<file path="config.mk">
export PLATFORM = sky130hd
export DESIGN_NAME = terminal_cursor_color_command_encoder_top
export DESIGN_NICKNAME = d
export VERILOG_FILES = /design/src/hw/rtl/tccce_pkg.sv /design/src/hw/rtl/tccce_front.sv /design/src/hw/rtl/tccce_queue.sv /design/src/hw/rtl/tccce_back.sv /design/src/hw/rtl/terminal_cursor_color_command_encoder_top.sv
export SDC_FILE = /design/constraint.sdc
export NUM_CORES = 1
export LEC_CHECK = 0
export BUFFER_PORTS_ARGS = -buffer_cell sky130_fd_sc_hd__buf_2
export CORE_MARGIN = 2
export CORE_UTILIZATION = 55
export CTS_CLUSTER_SIZE = 8
export DETAILED_ROUTE_END_ITERATION = 7
export PLACE_DENSITY = 0.74
export SETUP_SLACK_MARGIN = 0.02
export SYNTH_ARGS = -nofsm -noshare
export SYNTH_HDL_FRONTEND = slang
export SYNTH_SLANG_ARGS = --single-unit
</file>
<file path="constraint.sdc">
create_clock -name clk -period 5.1 [get_ports clk]
set_input_delay 0.51 -clock clk [delete_from_list [all_inputs] [get_ports clk]]
set_output_delay 0.51 -clock clk [all_outputs]
set_load 0.05 [all_outputs]
</file>
<file path="src/hw/rtl/tccce_pkg.sv">
// Package of the terminal command encoder: widths, command codes and word types.
// No dependencies; imported by every module of the block.
`timescale 1ns / 1ps

package tccce_pkg;

    localparam int MAX_COLUMNS = 4096;
    localparam int MAX_ROWS    = 4096;
    localparam int RANGE_W     = 17;

    localparam int COL_W   = 12;
    localparam int ROW_W   = 12;
    localparam int COLOR_W = 8;
    localparam int GLYPH_W = 8;
    localparam int ARG_W   = 13;

    localparam int QUEUE_DEPTH = 2;
    localparam int QPTR_W      = $clog2(QUEUE_DEPTH);
    localparam int QCNT_W      = $clog2(QUEUE_DEPTH + 1);

    localparam logic KIND_FRAME = 1'b0;
    localparam logic KIND_CELL  = 1'b1;

    localparam int MASK_W   = 5;
    localparam int BIT_MOVE = 0;
    localparam int BIT_RST  = 1;
    localparam int BIT_FG   = 2;
    localparam int BIT_BG   = 3;
    localparam int BIT_CHAR = 4;

    typedef enum logic [3:0] {
        CMD_RESET = 4'd0,
        CMD_POS   = 4'd1,
        CMD_FWD   = 4'd2,
        CMD_BACK  = 4'd3,
        CMD_DOWN  = 4'd4,
        CMD_UP    = 4'd5,
        CMD_FG    = 4'd6,
        CMD_BG    = 4'd7,
        CMD_CHAR  = 4'd8
    } cmd_t;

    typedef struct packed {
        logic                 kind;
        logic [COL_W-1:0]     col;
        logic [ROW_W-1:0]     row;
        logic [COLOR_W-1:0]   fg_color;
        logic [COLOR_W-1:0]   bg_color;
        logic [GLYPH_W-1:0]   glyph;
    } in_t;

    typedef struct packed {
        cmd_t                 command;
        logic [ARG_W-1:0]     arg_a;
        logic [ARG_W-1:0]     arg_b;
        logic                 last;
    } out_t;

    typedef struct packed {
        cmd_t                 move_cmd;
        logic [ARG_W-1:0]     move_a;
        logic [ARG_W-1:0]     move_b;
        logic [COLOR_W-1:0]   fg;
        logic [COLOR_W-1:0]   bg;
        logic [GLYPH_W-1:0]   glyph;
        logic [MASK_W-1:0]    mask;
    } plan_t;

endpackage

</file>
<file path="src/hw/rtl/tccce_front.sv">
// Front end: accepts words, tracks cursor and colours, and builds a command plan.
// Depends on tccce_pkg.
`timescale 1ns / 1ps

module tccce_front (
    input  logic             clk,
    input  logic             rst_n,
    input  logic             push,
    output logic             full,
    input  tccce_pkg::in_t   item,
    input  logic             q_full,
    output logic             q_push,
    output tccce_pkg::plan_t q_plan
);
    import tccce_pkg::*;

    logic [ARG_W-1:0]   col_reg, col_next;
    logic [ROW_W-1:0]   row_reg, row_next;
    logic               known_reg, known_next;
    logic [COLOR_W-1:0] fg_reg, fg_next;
    logic [COLOR_W-1:0] bg_reg, bg_next;

    logic               accept;
    logic               in_range;
    logic               visible;
    logic               color_diff;
    logic               color_rst;
    logic [COLOR_W-1:0] base_fg;
    logic [COLOR_W-1:0] base_bg;
    logic signed [ARG_W:0]   dx;
    logic signed [ROW_W:0]   dy;

    assign full = q_full;

    always_comb
    begin
        accept   = push && !q_full;
        in_range = (RANGE_W'(item.col) < RANGE_W'(MAX_COLUMNS))
                && (RANGE_W'(item.row) < RANGE_W'(MAX_ROWS));
        visible  = (item.kind == KIND_CELL) && (item.glyph != '0) && in_range;
        dx = $signed({2'b00, item.col}) - $signed({1'b0, col_reg});
        dy = $signed({1'b0, item.row}) - $signed({1'b0, row_reg});

        color_diff = (item.fg_color != fg_reg) || (item.bg_color != bg_reg);
        color_rst  = color_diff && ((item.fg_color == '0) || (item.bg_color != '0));
        base_fg    = color_rst ? '0 : fg_reg;
        base_bg    = color_rst ? '0 : bg_reg;

        q_plan          = '0;
        q_plan.move_cmd = CMD_POS;
        q_plan.fg       = item.fg_color;
        q_plan.bg       = item.bg_color;
        q_plan.glyph    = item.glyph;

        if (item.kind == KIND_FRAME)
        begin
            q_plan.mask[BIT_RST] = 1'b1;
        end
        else
        begin
            q_plan.mask[BIT_MOVE] = 1'b1;
            if (!known_reg || ((dx != 0) && (dy != 0)))
            begin
                q_plan.move_cmd = CMD_POS;
                q_plan.move_a   = {1'b0, item.col} + ARG_W'(1);
                q_plan.move_b   = {1'b0, item.row} + ARG_W'(1);
            end
            else if (dx > 0)
            begin
                q_plan.move_cmd = CMD_FWD;
                q_plan.move_a   = ARG_W'(dx);
            end
            else if (dx < 0)
            begin
                q_plan.move_cmd = CMD_BACK;
                q_plan.move_a   = ARG_W'(-dx);
            end
            else if (dy > 0)
            begin
                q_plan.move_cmd = CMD_DOWN;
                q_plan.move_a   = ARG_W'(dy);
            end
            else if (dy < 0)
            begin
                q_plan.move_cmd = CMD_UP;
                q_plan.move_a   = ARG_W'(-dy);
            end
            else
            begin
                q_plan.mask[BIT_MOVE] = 1'b0;
            end
            q_plan.mask[BIT_RST]  = color_rst;
            q_plan.mask[BIT_FG]   = color_diff && (item.fg_color != base_fg);
            q_plan.mask[BIT_BG]   = color_diff && (item.bg_color != base_bg);
            q_plan.mask[BIT_CHAR] = 1'b1;
        end

        q_push = accept && ((item.kind == KIND_FRAME) || visible);

        col_next   = col_reg;
        row_next   = row_reg;
        known_next = known_reg;
        fg_next    = fg_reg;
        bg_next    = bg_reg;
        if (accept && (item.kind == KIND_FRAME))
        begin
            col_next   = '0;
            row_next   = '0;
            known_next = 1'b0;
            fg_next    = '0;
            bg_next    = '0;
        end
        else if (accept && visible)
        begin
            col_next   = {1'b0, item.col} + ARG_W'(1);
            row_next   = item.row;
            known_next = 1'b1;
            fg_next    = item.fg_color;
            bg_next    = item.bg_color;
        end
    end

    always_ff @(posedge clk or negedge rst_n)
    begin
        if (!rst_n)
        begin
            col_reg   <= '0;
            row_reg   <= '0;
            known_reg <= 1'b0;
            fg_reg    <= '0;
            bg_reg    <= '0;
        end
        else
        begin
            col_reg   <= col_next;
            row_reg   <= row_next;
            known_reg <= known_next;
            fg_reg    <= fg_next;
            bg_reg    <= bg_next;
        end
    end

endmodule

</file>
<file path="src/hw/rtl/tccce_queue.sv">
// Short plan queue between the front end and the command sequencer.
// Depends on tccce_pkg.
`timescale 1ns / 1ps

module tccce_queue (
    input  logic             clk,
    input  logic             rst_n,
    input  logic             wr_en,
    input  tccce_pkg::plan_t wr_data,
    output logic             q_full,
    input  logic             rd_en,
    output logic             rd_valid,
    output tccce_pkg::plan_t rd_data
);
    import tccce_pkg::*;

    plan_t             mem_reg [QUEUE_DEPTH];
    logic [QPTR_W-1:0] wr_ptr_reg, wr_ptr_next;
    logic [QPTR_W-1:0] rd_ptr_reg, rd_ptr_next;
    logic [QCNT_W-1:0] count_reg, count_next;
    logic              do_wr;
    logic              do_rd;

    always_comb
    begin
        q_full   = (count_reg == QCNT_W'(QUEUE_DEPTH));
        rd_valid = (count_reg != '0);
        rd_data  = mem_reg[rd_ptr_reg];
        do_wr    = wr_en && !q_full;
        do_rd    = rd_en && rd_valid;

        wr_ptr_next = wr_ptr_reg;
        if (do_wr)
        begin
            wr_ptr_next = (wr_ptr_reg == QPTR_W'(QUEUE_DEPTH - 1)) ? '0
                        : wr_ptr_reg + QPTR_W'(1);
        end
        rd_ptr_next = rd_ptr_reg;
        if (do_rd)
        begin
            rd_ptr_next = (rd_ptr_reg == QPTR_W'(QUEUE_DEPTH - 1)) ? '0
                        : rd_ptr_reg + QPTR_W'(1);
        end
        count_next = count_reg;
        if (do_wr && !do_rd)
        begin
            count_next = count_reg + QCNT_W'(1);
        end
        else if (do_rd && !do_wr)
        begin
            count_next = count_reg - QCNT_W'(1);
        end
    end

    always_ff @(posedge clk)
    begin
        if (do_wr)
        begin
            mem_reg[wr_ptr_reg] <= wr_data;
        end
    end

    always_ff @(posedge clk or negedge rst_n)
    begin
        if (!rst_n)
        begin
            wr_ptr_reg <= '0;
            rd_ptr_reg <= '0;
            count_reg  <= '0;
        end
        else
        begin
            wr_ptr_reg <= wr_ptr_next;
            rd_ptr_reg <= rd_ptr_next;
            count_reg  <= count_next;
        end
    end

endmodule

</file>
<file path="src/hw/rtl/tccce_back.sv">
// Sequencer: steps a plan into the result register a command per cycle unless stalled.
// Depends on tccce_pkg.
`timescale 1ns / 1ps

module tccce_back (
    input  logic             clk,
    input  logic             rst_n,
    input  logic             q_valid,
    input  tccce_pkg::plan_t q_data,
    output logic             q_pop,
    output logic             empty,
    input  logic             pop,
    output tccce_pkg::out_t  result
);
    import tccce_pkg::*;

    plan_t             plan_reg, plan_next;
    logic [MASK_W-1:0] mask_reg, mask_next;
    logic              out_valid_reg, out_valid_next;
    out_t              out_reg, out_next;

    logic              cur_valid;
    logic              out_free;
    logic              emit;
    logic [MASK_W-1:0] sel;
    logic [MASK_W-1:0] remaining;
    out_t              word;

    always_comb
    begin
        cur_valid = (mask_reg != '0);
        out_free  = !out_valid_reg || pop;
        emit      = cur_valid && out_free;

        sel  = '0;
        word = '0;
        word.command = CMD_CHAR;
        if (mask_reg[BIT_MOVE])
        begin
            sel[BIT_MOVE] = 1'b1;
            word.command  = plan_reg.move_cmd;
            word.arg_a    = plan_reg.move_a;
            word.arg_b    = plan_reg.move_b;
        end
        else if (mask_reg[BIT_RST])
        begin
            sel[BIT_RST] = 1'b1;
            word.command = CMD_RESET;
        end
        else if (mask_reg[BIT_FG])
        begin
            sel[BIT_FG]  = 1'b1;
            word.command = CMD_FG;
            word.arg_a   = ARG_W'(plan_reg.fg);
        end
        else if (mask_reg[BIT_BG])
        begin
            sel[BIT_BG]  = 1'b1;
            word.command = CMD_BG;
            word.arg_a   = ARG_W'(plan_reg.bg);
        end
        else
        begin
            sel[BIT_CHAR] = mask_reg[BIT_CHAR];
            word.command  = CMD_CHAR;
            word.arg_a    = ARG_W'(plan_reg.glyph);
        end
        remaining = mask_reg & ~sel;
        word.last = (remaining == '0);

        q_pop = q_valid && (!cur_valid || (emit && (remaining == '0)));

        plan_next = plan_reg;
        mask_next = mask_reg;
        if (q_pop)
        begin
            plan_next = q_data;
            mask_next = q_data.mask;
        end
        else if (emit)
        begin
            mask_next = remaining;
        end

        out_next       = out_reg;
        out_valid_next = out_valid_reg;
        if (emit)
        begin
            out_next       = word;
            out_valid_next = 1'b1;
        end
        else if (pop)
        begin
            out_valid_next = 1'b0;
        end

        empty  = !out_valid_reg;
        result = out_reg;
    end

    always_ff @(posedge clk)
    begin
        plan_reg <= plan_next;
        out_reg  <= out_next;
    end

    always_ff @(posedge clk or negedge rst_n)
    begin
        if (!rst_n)
        begin
            mask_reg      <= '0;
            out_valid_reg <= 1'b0;
        end
        else
        begin
            mask_reg      <= mask_next;
            out_valid_reg <= out_valid_next;
        end
    end

endmodule

</file>
<file path="src/hw/rtl/terminal_cursor_color_command_encoder_top.sv">
// Top level of the terminal cursor and colour command encoder.
// Depends on tccce_pkg, tccce_front, tccce_queue and tccce_back.
//
// Channel   Handshake          Word
// input     push / full        item   (tccce_pkg::in_t)
// result    empty / pop        result (tccce_pkg::out_t)
//
// A word is taken in every cycle while the plan queue has room; the front end
// resolves cursor and colour state in that same cycle.
// The sequencer sends one command per cycle while the result is not stalled; a word
// causes 0 to 5 commands, none for a cell that is not drawn; typical cells take one.
// Reset clears the tracked cursor, colours, queue and result valid flag at once.
// A stalled result holds its word; the front end keeps accepting until the queue fills.
`timescale 1ns / 1ps

module terminal_cursor_color_command_encoder_top (
    input  logic            clk,
    input  logic            rst_n,
    input  logic            push,
    output logic            full,
    input  tccce_pkg::in_t  item,
    output logic            empty,
    input  logic            pop,
    output tccce_pkg::out_t result
);
    import tccce_pkg::*;

    logic  q_full;
    logic  q_push;
    plan_t q_plan;
    logic  q_valid;
    plan_t q_head;
    logic  q_pop;

    tccce_front u_front (
        .clk    (clk),
        .rst_n  (rst_n),
        .push   (push),
        .full   (full),
        .item   (item),
        .q_full (q_full),
        .q_push (q_push),
        .q_plan (q_plan)
    );

    tccce_queue u_queue (
        .clk      (clk),
        .rst_n    (rst_n),
        .wr_en    (q_push),
        .wr_data  (q_plan),
        .q_full   (q_full),
        .rd_en    (q_pop),
        .rd_valid (q_valid),
        .rd_data  (q_head)
    );

    tccce_back u_back (
        .clk     (clk),
        .rst_n   (rst_n),
        .q_valid (q_valid),
        .q_data  (q_head),
        .q_pop   (q_pop),
        .empty   (empty),
        .pop     (pop),
        .result  (result)
    );

endmodule

</file>
; Yosys cells after proc, flatten, opt, wreduce, memory -nomap -nowiden
; Memories as Yosys holds them, arrays and structs flattened.
; Cells that the tools add are included.
[op_classes]
add_sub_neg = 10
n_bitwise = 3
order_cmp = 4
n_reduce_logical = 40
eq_ne = 5
muxes = 50
[op_table]
columns = operator, n
row1 = $mux W17, 6
row2 = $reduce_bool A32 Y1, 2
row3 = $mux W13, 4
row4 = $mux W8, 6
row5 = $mux W16, 2
row6 = $ne A8 B8 Y1, 4
row7 = $mux W30, 1
row8 = $add A12 B1 Y13 const B, 2
row9 = $neg A13 Y13, 2
row10 = $mux W12, 2
row11 = $mux W1, 20
row12 = $logic_and A1 B1 Y1, 16
row13 = $reduce_bool A8 Y1, 2
row14 = $gt A14 B1 Y1 const B, 1
row15 = $lt A14 B1 Y1 const B, 1
row16 = $sub A12 B13 Y14, 1
row17 = $gt A13 B1 Y1 const B, 1
row18 = $lt A13 B1 Y1 const B, 1
row19 = $sub A12 B12 Y13, 1
row20 = $mux W5, 2
row21 = $reduce_bool A2 Y1, 5
row22 = $logic_not A8 Y1, 1
row23 = $mux W4, 2
row24 = $logic_not A1 Y1, 6
row25 = other kinds (12), 21
[totals]
inputBits = 53
wordCells = 133
ff_bits = 137
memories = 1
mem_bits_rw = 118
out_inout_bits = 33
[memory_table]
columns = name, depth, width, read_ports, rd_ports_with_merged_regs, write_ports, line
row1 = u_queue.mem_reg, 2, 59, 1, 0, 1, tccce_queue.sv:17  ; plan_t mem_reg [QUEUE_DEPTH];

; Depth between registers and ports, before layout
[logic_depth]
depth_word = 14
depth_mapped = 15
ltp_nobuf = 14

; Cells and area by module
; A second synthesis with hierarchy kept.
[hier_totals]
hier_cells = 1048
area_unflattened_um2 = 13053.8
[by_module_without_submodules]
columns = module, cells_each, n_inst, area_each_um2, seq_area_each_um2
row1 = tccce_front, 648, 1, 4961.0, 1051.0
row2 = tccce_queue, 203, 1, 4760.8, 3643.5
row3 = tccce_back, 197, 1, 3331.9, 2702.6

; Worst setup path before layout
; OpenSTA, ideal clock, no wires.
[synth_path]
kind = flip-flop to flip-flop
start = reg u_queue.count_reg[1]
end = mem u_queue.mem_reg[0][0] (netlist bit) (enable)
setup_ns = 0.474
t_required_ns = 4.626
stages_incl_launch_ff = 6
t_arrival_ns = 3.828
period_less_slack_ns = 4.302
n_path_buf = 2
setup_slack_ns = 0.798
cell_sequence = dfrtp_1 -> nor2b_1 -> nand3b_1 -> clkbuf_1 -> clkbuf_1 -> nor2_1
[synth_between]
elab_chain_len = 7
[synth_lines]
columns = element, line
row1 = "start, declared", tccce_queue.sv:20  ; logic [QCNT_W-1:0] count_reg, count_next;
row2 = "start signal, assigned", tccce_queue.sv:75  ; count_reg <= count_next;
row3 = $eq A2 B2 Y1 *, tccce_queue.sv:26  ; q_full = (count_reg == QCNT_W'(QUEUE_DEPTH));
row4 = named net full, terminal_cursor_color_command_encoder_top.sv:20  ; output logic full,
row5 = $logic_not A1 Y1 *, "tccce_front.sv:37, tccce_queue.sv:29"
row6 = $logic_and A1 B1 Y1, tccce_front.sv:37  ; accept = push && !q_full;
row7 = $logic_and A1 B1 Y1, tccce_front.sv:98  ; q_push = accept && ((item.kind == KIND_FRAME) || visible);
row8 = $logic_and A1 B1 Y1 *, tccce_queue.sv:29  ; do_wr = wr_en && !q_full;
row9 = $mux W1 *, tccce_queue.sv:57  ; if (do_wr)
row10 = $mux W1 (implied by the code) *, tccce_queue.sv:59  ; mem_reg[wr_ptr_reg] <= wr_data;
row11 = "end, declared", tccce_queue.sv:17
; Mark *: on every way through the listed nets, which the timed path passes. The rest lies on a longest branch.

==> flow_summary_export.csv <==
group,metric,value,unit
critical_path,startpoint_type,"register",
synth,synthArstFlopShare,20.6,%
sta,drv_slew,0,
power,vdd_ir_drop_max,303,µV
global_routing,track_usage,22.5,%
critical_path,required,5.35,ns
die,fp.dieW,153,µm
die,core-area,21900,µm²
critical_path,r2r-end,"u_queue.mem_reg[1][47]",
sta,setup_violations,0,
route,routed.top_layer,"met4",
cells_and_area,antenna_cells,0,
die,start_util,56.1,%
synth,ys.flop_type,"edfxtp_1",
route,dr_wl_met2,12600,µm
route,routed-wl-met3,1540,µm
clocking,clkTransAtPathRegs,0.05,ns
sta,fmax,255,MHz
global_routing,antenna_found_initial,0,
sta,rsz0062_at_grt,"false",
cells_and_area,final_common_cell,"edfxtp_1",
critical_path,cp_max_fo,24,
synth,yosysSeqAreaShare,59.5,%
route,drt-met1-wl,11800,µm
clocking,clockBufferDepth,3,
die,num_rows,54,
synth,synth_cells,993,
critical_path,critPathArrivalTime,4.17,ns
route,routed_wl,26400,µm
place,post-place-ws,0.806,ns
synth,synth.cell_area,12300,µm²
clocking,ctsHtreeMaxLevel,2,
place,place.gp.congestion,0.850,
route,antenna_left,0,
clocking,tritoncts,"done",
clocking,post_cts_resize_count,0,
sta,relSlewSlack,21.0,%
place,dp_hpwl,17800,µm
critical_path,path_class,"register to register",
critical_path,r2r_slack,1.18,ns
synth,synth_area_leaders,"edfxtp_1, dfrtp_1, mux2_2",
synth,synth_top_cell_area_share,48.9,%
clocking,cts_root_buf,"clkbuf_16",
cells_and_area,final_cell_mix,"edfxtp_1, buf_2, nand2_1",
sta,worst_pin_slew,1.18,ns
synth,avgSynthCellArea,12.4,µm²
route,drc_errors,0,
route,vias,8187,
flow_run,timing.max_cap.violations,0,
cells_and_area,fillers,1657,
sta,min_period,3.92,ns
clocking,cts_hold_buf,0,
synth,ys_types,74,
cells_and_area,final_core_utilization,64.1,%
worst_hold_path,hold_path.class,"primary input to async pin",
sta,hold_viol_final,0,
synth,syn_nets,1077,
cells_and_area,synthToLayoutAreaGrowth,14.4,%
critical_path,worstSetupEndpoint,"u_queue.mem_reg[1][47]",
route,initialDrtViolationCount,674,
global_routing,grt_first_pass_wirelength,42700,µm
synth,yosysWarnings,0,
sta,finalClockSkew,0.0202,ns
global_routing,grt_pass1_vias,8017,
global_routing,grt_max_degree,54,
sta,setup_slack,1.18,ns
critical_path,reg2reg_depth,12,
clocking,clock_latency,0.51,ns
clocking,post-cts-setup-buffers,0,
critical_path,r2r-start,"u_front.col_reg[0]",
critical_path,crit_start,"u_front.col_reg[0]",
global_routing,globalRoute.totalOverflow,0,
synth,yosysTopAreaCell,"edfxtp_1",
cells_and_area,nNetsFinal,1169,
die,ioPinCount,86,
clocking,cts_sinks,252,
sta,final.setup.tns,0,ns
cells_and_area,largest_register_ffs,116,
sta,finalCritPeriodShare,76.8,%
cells_and_area,drive_gt1_share,19.2,%
route,via_per_inst,5.88,
place,port_buffers,85,
route,wl_per_cell,18.9,µm
power,p_leak,5.39,nW
power,powerDensity,621,nW/µm²
synth,synth_edf_count,200,
clocking,cts_buffers,37,
die,die_h,153,µm
critical_path,setup.worst_path.end_class,"register",
route,drt_first_pass_iters,8,
status,outcome,"finished clean",
synth,ys_ff_latch,252,
die,dieArea,23500,µm²
==> power breakdown <==
group          switching, W  internal, W
registers          0.000316      0.00316
logic               0.00197      0.00102
clock network      0.000852      0.00139
total               0.00314      0.00557
==> worst min-delay path by stage <==
stage / from / endpoint / depth (start not counted)
after detailed placement: u_front.col_reg[0] / u_front.col_reg[0] / 2
after global routing: rst_n / u_front.bg_reg[2] / 2
after floorplan: rst_n / u_back.mask_reg[0] / 0
after CTS: rst_n / u_front.bg_reg[3] / 2
after global placement: u_front.row_reg[0] / u_front.row_reg[0] / 2
final: rst_n / u_front.bg_reg[3] / 2
==> cells by family (layout without fill, tap and decap cells) <==
group                    after synthesis  after routing  share of synthesized area, %
adder cells (fa/ha/maj)               32             32                          3.36
AO/OA/AOI/OAI                        227            227                          12.7
multiplexers                          63             63                          5.68
buffers and inverters                 97            217                          3.19
flip-flops                           252            252                          59.5
AND/OR/NAND/NOR                      269            269                          11.7
XOR/XNOR                              53             53                          3.78
==> critical path, cell delays in order (launching register included) <==
cell and delay (ns):
dfrtp_1 0.35, ha_1 0.18, inv_1 0.06, fa_1 0.41, a211o_1 0.33, a2111oi_4 0.37, nor4b_2 0.13, nor4b_4 0.39
and3b_4 0.29, nand3_4 0.14, a21oi_4 0.62, o211ai_1 0.19, o211a_1 0.20
==> cell usage after synthesis, types with 4 or more instances <==
library cell / number
xor2_1: 26
a21o_1: 15
dfrtp_1: 52
nor2_1: 45
buf_1: 9
a21oi_1: 29
and3_1: 17
nor3b_1: 4
mux2_2: 53
nand3_1: 39
nor3_1: 17
nand4_1: 6
a22oi_1: 8
o21ai_1: 5
nor4_1: 8
mux2i_1: 10
nand2_1: 66
ha_1: 29
and2_1: 26
o211ai_1: 8
or3_1: 7
nor2b_1: 8
inv_1: 53
o22ai_1: 16
a211oi_1: 7
clkbuf_1: 26
a31oi_1: 7
edfxtp_1: 200
o21a_1: 8
buf_2: 4
o31ai_1: 18
a221o_1: 4
xnor2_1: 27
o211a_1: 7
o21ai_0: 60
==> per-layer routing <==
layer  track usage [%]  vias up
met5                 0        -
met4              5.20        0
met3              3.88       41
met2              36.6      258
met1              32.1     3970
li1                  -     3918
==> stage by stage <==
| stage | instances | total power (W) | area (µm²) | hold WS (ns) |
|---|---|---|---|---|
| after global placement | 1326 | 0.00642 | 12900 | 0.475 |
| after detailed placement | 1326 | 0.00648 | 12900 | 0.478 |
| after floorplan | 993 | 0.00571 | 12300 | 0.214 |
| final | 1393 | 0.00871 | 14000 | 0.130 |
| after global routing | 1393 | 0.00919 | 14000 | 0.194 |
| after CTS | 1393 | 0.00877 | 14000 | 0.176 |
==> final cells by class <==
cell class	count	area, µm²	area share [%]
clock buffer	64	1050	7.46
inverter	55	206	1.47
tap	280	350	2.50
multi-input combinational	644	4580	32.7
sequential	252	7310	52.1
timing repair buffer	95	500	3.57
clock inverter	3	37.5	0.267
(Power assumes the default switching activity.)
